$ cat config.mk
export PLATFORM = sky130hd
export DESIGN_NAME = gpsg_ctrl
export DESIGN_NICKNAME = d
export VERILOG_FILES = /design/src/rtl/gpsg_pkg.sv /design/src/rtl/gpsg_ctrl.sv
export SDC_FILE = /design/constraint.sdc
export NUM_CORES = 1
export LEC_CHECK = 0
export ABC_CLOCK_PERIOD_IN_PS = 2550
export BUFFER_PORTS_ARGS = -buffer_cell sky130_fd_sc_hd__buf_2
export CAP_MARGIN = 40
export CORE_AREA = 5 5 42 44
export CTS_CLUSTER_DIAMETER = 80
export DETAILED_ROUTE_END_ITERATION = 16
export DIE_AREA = 0 0 47 49
export PLACE_DENSITY = 0.77
export SLEW_MARGIN = 40
export SYNTH_ARGS = -nofsm -noshare
export SYNTH_HDL_FRONTEND = slang
export SYNTH_SLANG_ARGS = --single-unit
$ cat constraint.sdc
create_clock -name i_clk -period 2.55 [get_ports i_clk]
set_input_delay 0.1275 -clock i_clk [delete_from_list [all_inputs] [get_ports i_clk]]
set_output_delay 0.1275 -clock i_clk [all_outputs]
set_load 0.005 [all_outputs]
$ cat src/rtl/gpsg_pkg.sv
// shared types, constants and helper functions of the polar gaussian generator
// no dependencies
`timescale 1ns / 1ps
`default_nettype none

package gpsg_pkg;

    localparam logic [7:0] CFG_AVERAGE = 8'd0;
    localparam logic [7:0] CFG_SIGMA   = 8'd1;

    localparam logic [4:0] DIV_STEPS  = 5'd31;
    localparam logic [4:0] SQRT_STEPS = 5'd18;

    localparam logic [15:0] HALF_RANGE = 16'd16384;
    localparam logic [31:0] RECIP_TEN  = 32'hCCCC_CCCD;
    localparam logic [5:0]  LOG_FULL   = 6'd20;

    typedef enum logic [3:0] {
        S_IDLE,
        S_SQ1,
        S_SQ2,
        S_LOG,
        S_DINIT,
        S_DIV,
        S_SINIT,
        S_SQRT,
        S_MUL1,
        S_MUL2,
        S_ADJ,
        S_FIN
    } t_state;

    typedef struct packed {
        logic in_ready;
        logic load;
        logic sq1;
        logic sq2;
        logic log_step;
        logic div_init;
        logic div_step;
        logic sqrt_init;
        logic sqrt_step;
        logic mul1;
        logic mul2;
        logic adj;
        logic fin;
    } t_cmd;

    typedef struct packed {
        logic reject;
        logic n_ge100;
        logic out_free;
    } t_status;

    function automatic logic [2:0] log_head(input logic [6:0] n);
        logic [2:0] h;
        if (n < 7'd2)       h = 3'd0;
        else if (n < 7'd7)  h = 3'd1;
        else if (n < 7'd19) h = 3'd2;
        else if (n < 7'd54) h = 3'd3;
        else                h = 3'd4;
        return h;
    endfunction

    // floor(23 * steps / 10)
    function automatic logic [4:0] log_tail(input logic [2:0] steps);
        logic [4:0] t;
        case (steps)
            3'd0: t = 5'd0;
            3'd1: t = 5'd2;
            3'd2: t = 5'd4;
            3'd3: t = 5'd6;
            3'd4: t = 5'd9;
            3'd5: t = 5'd11;
            3'd6: t = 5'd13;
            3'd7: t = 5'd16;
            default: t = 5'd0;
        endcase
        return t;
    endfunction

endpackage

`default_nettype wire

$ cat src/rtl/gpsg_ctrl.sv
// controller state machine sequencing the datapath
// depends on gpsg_pkg
`timescale 1ns / 1ps
`default_nettype none

module gpsg_ctrl (
    input  wire                    i_clk,
    input  wire                    i_rst_n,
    input  wire                    i_in_valid,
    input  wire gpsg_pkg::t_status i_status,
    output gpsg_pkg::t_cmd         o_cmd
);

    gpsg_pkg::t_state r_state, n_state;
    logic [4:0]       r_cnt, n_cnt;

    always_ff @(posedge i_clk) begin
        if (!i_rst_n) begin
            r_state <= gpsg_pkg::S_IDLE;
            r_cnt   <= 5'd0;
        end else begin
            r_state <= n_state;
            r_cnt   <= n_cnt;
        end
    end

    always_comb begin
        n_state = r_state;
        n_cnt   = r_cnt;
        case (r_state)
            gpsg_pkg::S_IDLE:  if (i_in_valid) n_state = gpsg_pkg::S_SQ1;
            gpsg_pkg::S_SQ1:   n_state = gpsg_pkg::S_SQ2;
            gpsg_pkg::S_SQ2:   n_state = gpsg_pkg::S_LOG;
            gpsg_pkg::S_LOG: begin
                if (i_status.reject)        n_state = gpsg_pkg::S_FIN;
                else if (!i_status.n_ge100) n_state = gpsg_pkg::S_DINIT;
            end
            gpsg_pkg::S_DINIT: begin
                n_state = gpsg_pkg::S_DIV;
                n_cnt   = 5'd0;
            end
            gpsg_pkg::S_DIV: begin
                n_cnt = r_cnt + 5'd1;
                if (r_cnt == gpsg_pkg::DIV_STEPS - 5'd1) n_state = gpsg_pkg::S_SINIT;
            end
            gpsg_pkg::S_SINIT: begin
                n_state = gpsg_pkg::S_SQRT;
                n_cnt   = 5'd0;
            end
            gpsg_pkg::S_SQRT: begin
                n_cnt = r_cnt + 5'd1;
                if (r_cnt == gpsg_pkg::SQRT_STEPS - 5'd1) n_state = gpsg_pkg::S_MUL1;
            end
            gpsg_pkg::S_MUL1:  n_state = gpsg_pkg::S_MUL2;
            gpsg_pkg::S_MUL2:  n_state = gpsg_pkg::S_ADJ;
            gpsg_pkg::S_ADJ:   n_state = gpsg_pkg::S_FIN;
            gpsg_pkg::S_FIN:   if (i_status.out_free) n_state = gpsg_pkg::S_IDLE;
            default:           n_state = gpsg_pkg::S_IDLE;
        endcase
    end

    always_comb begin
        o_cmd = '0;
        case (r_state)
            gpsg_pkg::S_IDLE: begin
                o_cmd.in_ready = 1'b1;
                o_cmd.load     = i_in_valid;
            end
            gpsg_pkg::S_SQ1:   o_cmd.sq1 = 1'b1;
            gpsg_pkg::S_SQ2:   o_cmd.sq2 = 1'b1;
            gpsg_pkg::S_LOG:   o_cmd.log_step = !i_status.reject && i_status.n_ge100;
            gpsg_pkg::S_DINIT: o_cmd.div_init = 1'b1;
            gpsg_pkg::S_DIV:   o_cmd.div_step = 1'b1;
            gpsg_pkg::S_SINIT: o_cmd.sqrt_init = 1'b1;
            gpsg_pkg::S_SQRT:  o_cmd.sqrt_step = 1'b1;
            gpsg_pkg::S_MUL1:  o_cmd.mul1 = 1'b1;
            gpsg_pkg::S_MUL2:  o_cmd.mul2 = 1'b1;
            gpsg_pkg::S_ADJ:   o_cmd.adj = 1'b1;
            gpsg_pkg::S_FIN:   o_cmd.fin = i_status.out_free;
            default:           o_cmd = '0;
        endcase
    end

endmodule

`default_nettype wire

==> summary.txt <==
Critical path
  – FF-to-FF setup slack: 0.74 ns
  – Crit-path cells: nor4bb_1 > o21ai_2 > a311oi_2 > mux2i_1
  – CP Launch Type: register
  – Worst path slowest cell: dfxtp_1
  – Max incr delay on CP: between 0.5 and 0.6 ns
  – Worst r2r src: r_state[1]$_SDFFE_PN0P_
  – CP required: approximately 2.8 ns
  – Critical Path Sink Type: register
  – Reg-to-reg endpoint: r_state[1]$_SDFFE_PN0P_
  – Worst r2r path cells: 4
  – CP Data Arrival Time: 2.01 ns
  – Worst setup startpoint: r_state[1]$_SDFFE_PN0P_
  – Critical path fanouts, max: 14
  – Kind of critical path: register to register

Layout
  – Synth-to-Final Area Change: 14.8%
  – Layout cell share with drive strength beyond 1: 25.5%
  – Final non-filler cell total: 122
  – Register Area: 180 um2
  – Fin util: 56.1%
  – Multi-input gate area: between 400 and 500 um2
  – Fin nets: 116
  – Ant diodes: 0
  – FILL cells: 138

Die
  – Starting Density: 48.8%
  – Width of the die: 47 um
  – Row Count: 14
  – Ports: 19
  – Placeable Area: between 1000 and 1500 um2
  – DIE AREA: 2300 um2
  – Die Ht: 49 um

Timing
  – TNS Setup: 0 ns
  – Fmax: 0.553 GHz
  – RSZ-0062 raised after global routing: false
  – Worst-Margin Slew: between 0.5 and 0.6 ns
  – Fin crit share: 70.9%
  – Final setup viols: 0
  – Post-route minimum period: 1.81 ns
  – Max_slew headroom: approximately 64%
  – Slew Viols, Final: 0
  – Hold Fails Final Rpt: 0
  – Layout Skew: 0.00878 ns
  – PnR worst setup slack: between 0.7 and 0.8 ns

Drt
  – Vias: 691
  – # DRC: 0
  – Drt via density: 5.66
  – DR WL/cell: 13.5 um
  – DR iter-0 viols: 22
  – 1st-pass router iterations: 4
  – Antenna Violating Nets Remaining: 0
  – Drt total wl: 1650 um

Power
  – Peak supply drop: ~0.3 mV
  – Leak: ~0.33 nW
  – Pwr dens: 491 nW/um2

Placed design
  – Place WS: 0.777 ns
  – DPL Wire Length: 1240 um
  – Placed cells: 118
  – Port Buf Inserts: 18
  – GPL Wtd Cong: 0.828

Global routing
  – Vias in the first global route: slightly above 600
  – Pin count of the biggest net entering global routing: 19
  – Total gr overflow: 0
  – First-pass GRT wire length: about 2800 um
  – Gr usage total: 16.4%
  – Number of antenna violations at the first check in global routing: 0

Yosys
  – Post-synthesis cell type count: 36
  – Synthesis-stage register bit count: 9
  – Cells after Synth: 91
  – Syn avg cell area: 7.52 um2
  – Ys Warns: 0
  – Post-Syn Area: 684 um2
  – Seq/Total Area, Yosys: roughly a quarter
  – Synthesized Nets: 100

Min path
  – Hold Crit Depth: 3
  – Hold Path Class: input pin to register
  – Hold EP: r_state[0]$_SDFFE_PN0P_
  – Hold Startpoint: i_in_valid

Clocking
  – CTS Hold Bufs: 0
  – Total CTS buffers: 3
  – CTS resizes: 0
  – Clk slew on worst S/H paths: 0.06 ns
  – Clk buf depth: 2
  – Clk_lat worst skew: 0.27 ns
  – CTS Sinks: 9
  – Setup Buffers After CTS: 0
  – H-tree Lvls: 1
  – Root Driver: clkbuf_4
  – TritonCTS clock tree: done

Run
  – Max cap viols: 0

Outcome
  – Status: finished, final reports clean
[cells in the mapped netlist, drive strengths merged]
cell type	n	area share, %
a21boi	1	1.1
a21o	1	1.1
a21oi	7	5.7
a221oi	1	2.2
a311oi	2	3.5
a31oi	1	0.91
and2	3	2.7
and4	1	1.3
and4b	1	1.5
buf	2	2.4
clkbuf	5	2.7
dfxtp	9	26
ha	3	5.5
inv	6	3.3
mux2i	1	1.5
nand2	5	2.7
nand2b	4	3.7
nand3	2	1.5
nand3b	1	1.1
nand4b	1	1.3
nor2	9	4.9
nor2b	3	2.7
nor3	8	5.9
nor3b	1	1.1
nor4	1	0.91
nor4bb	1	1.5
o2111ai	1	1.3
o21a	1	1.1
o21ai	6	4.9
o22ai	1	0.91
or3b	1	1.3
or4	1	1.6
[kinds of logic (layout without fill, tap and decap cells)]
logic type,after synthesis,in the layout,synth area share (%)
buffers and inverters,13,28,8.41
flip-flops,9,9,26.3
AND/OR/NAND/NOR,43,43,35.7
adder cells (fa/ha/maj),3,3,5.49
AO/OA/AOI/OAI,22,22,22.7
multiplexers,1,1,1.46
[cell usage in the layout (no fill, tap or decap), drive strengths merged, types with 4 or more instances in the layout]
cell    netlist  routed
clkbuf        5       4
o21ai         6       6
buf           2      18
nand2b        4       4
a21oi         7       7
nor3          8       8
nor2          9       9
nand2         5       5
dfxtp         9       9
inv           6       6
[worst max-delay path by stage]
stage | endpoint | depth (start not counted)
final | r_state[1]$_SDFFE_PN0P_ | 4
after global routing | r_state[1]$_SDFFE_PN0P_ | 4
after CTS | o_cmd[8] | 3
after detailed placement | r_state[1]$_SDFFE_PN0P_ | 4
after global placement | r_state[1]$_SDFFE_PN0P_ | 4
after floorplan | r_state[1]$_SDFFE_PN0P_ | 5
[where the power goes]
| group | switching (mW) | internal, mW |
|---|---|---|
| sequential | 0.0286 | 0.149 |
| clock | 0.0523 | 0.0604 |
| combinational | 0.0452 | 0.0504 |
[flip-flops by register name (all words and copies together), names as in the netlist]
| signal | flops |
|---|---|
| r_cnt | 5 |
| r_state | 4 |
[metal layers]
layer  vias up  GRT usage [%]  wire length, um
met4         0           4.15               29
met1       325           19.7              724
met5         -              0                0
met3         4           7.38               77
li1        352              -                -
met2        10           25.8              815
[through the flow]
step	power, mW	hold WS (ns)	instance area (um2)
2_1_floorplan	0.250	0.245	684
3_3_place_gp	0.273	0.410	759
3_5_place_dp	0.275	0.419	759
4_1_cts	0.387	0.134	786
5_1_grt	0.411	0.152	786
6_report	0.386	0.135	786
[worst max-delay path: cells and delay by family (launching register included)]
kind | cells | cell delay, ns
multiplexers | 1 | 0.21
AND/OR/NAND/NOR | 1 | 0.44
flip-flops | 1 | 0.57
AO/OA/AOI/OAI | 2 | 0.51
[area by class of cell]
class	instances	share of cell area [%]
Tap cell	16	2.55
Inverter	6	2.87
Sequential cell	9	22.9
Timing Repair Buffer	18	11.5
Clock buffer	4	3.34
Multi-Input combinational cell	69	56.8
Note: power is estimated with default switching activity, not from simulation.
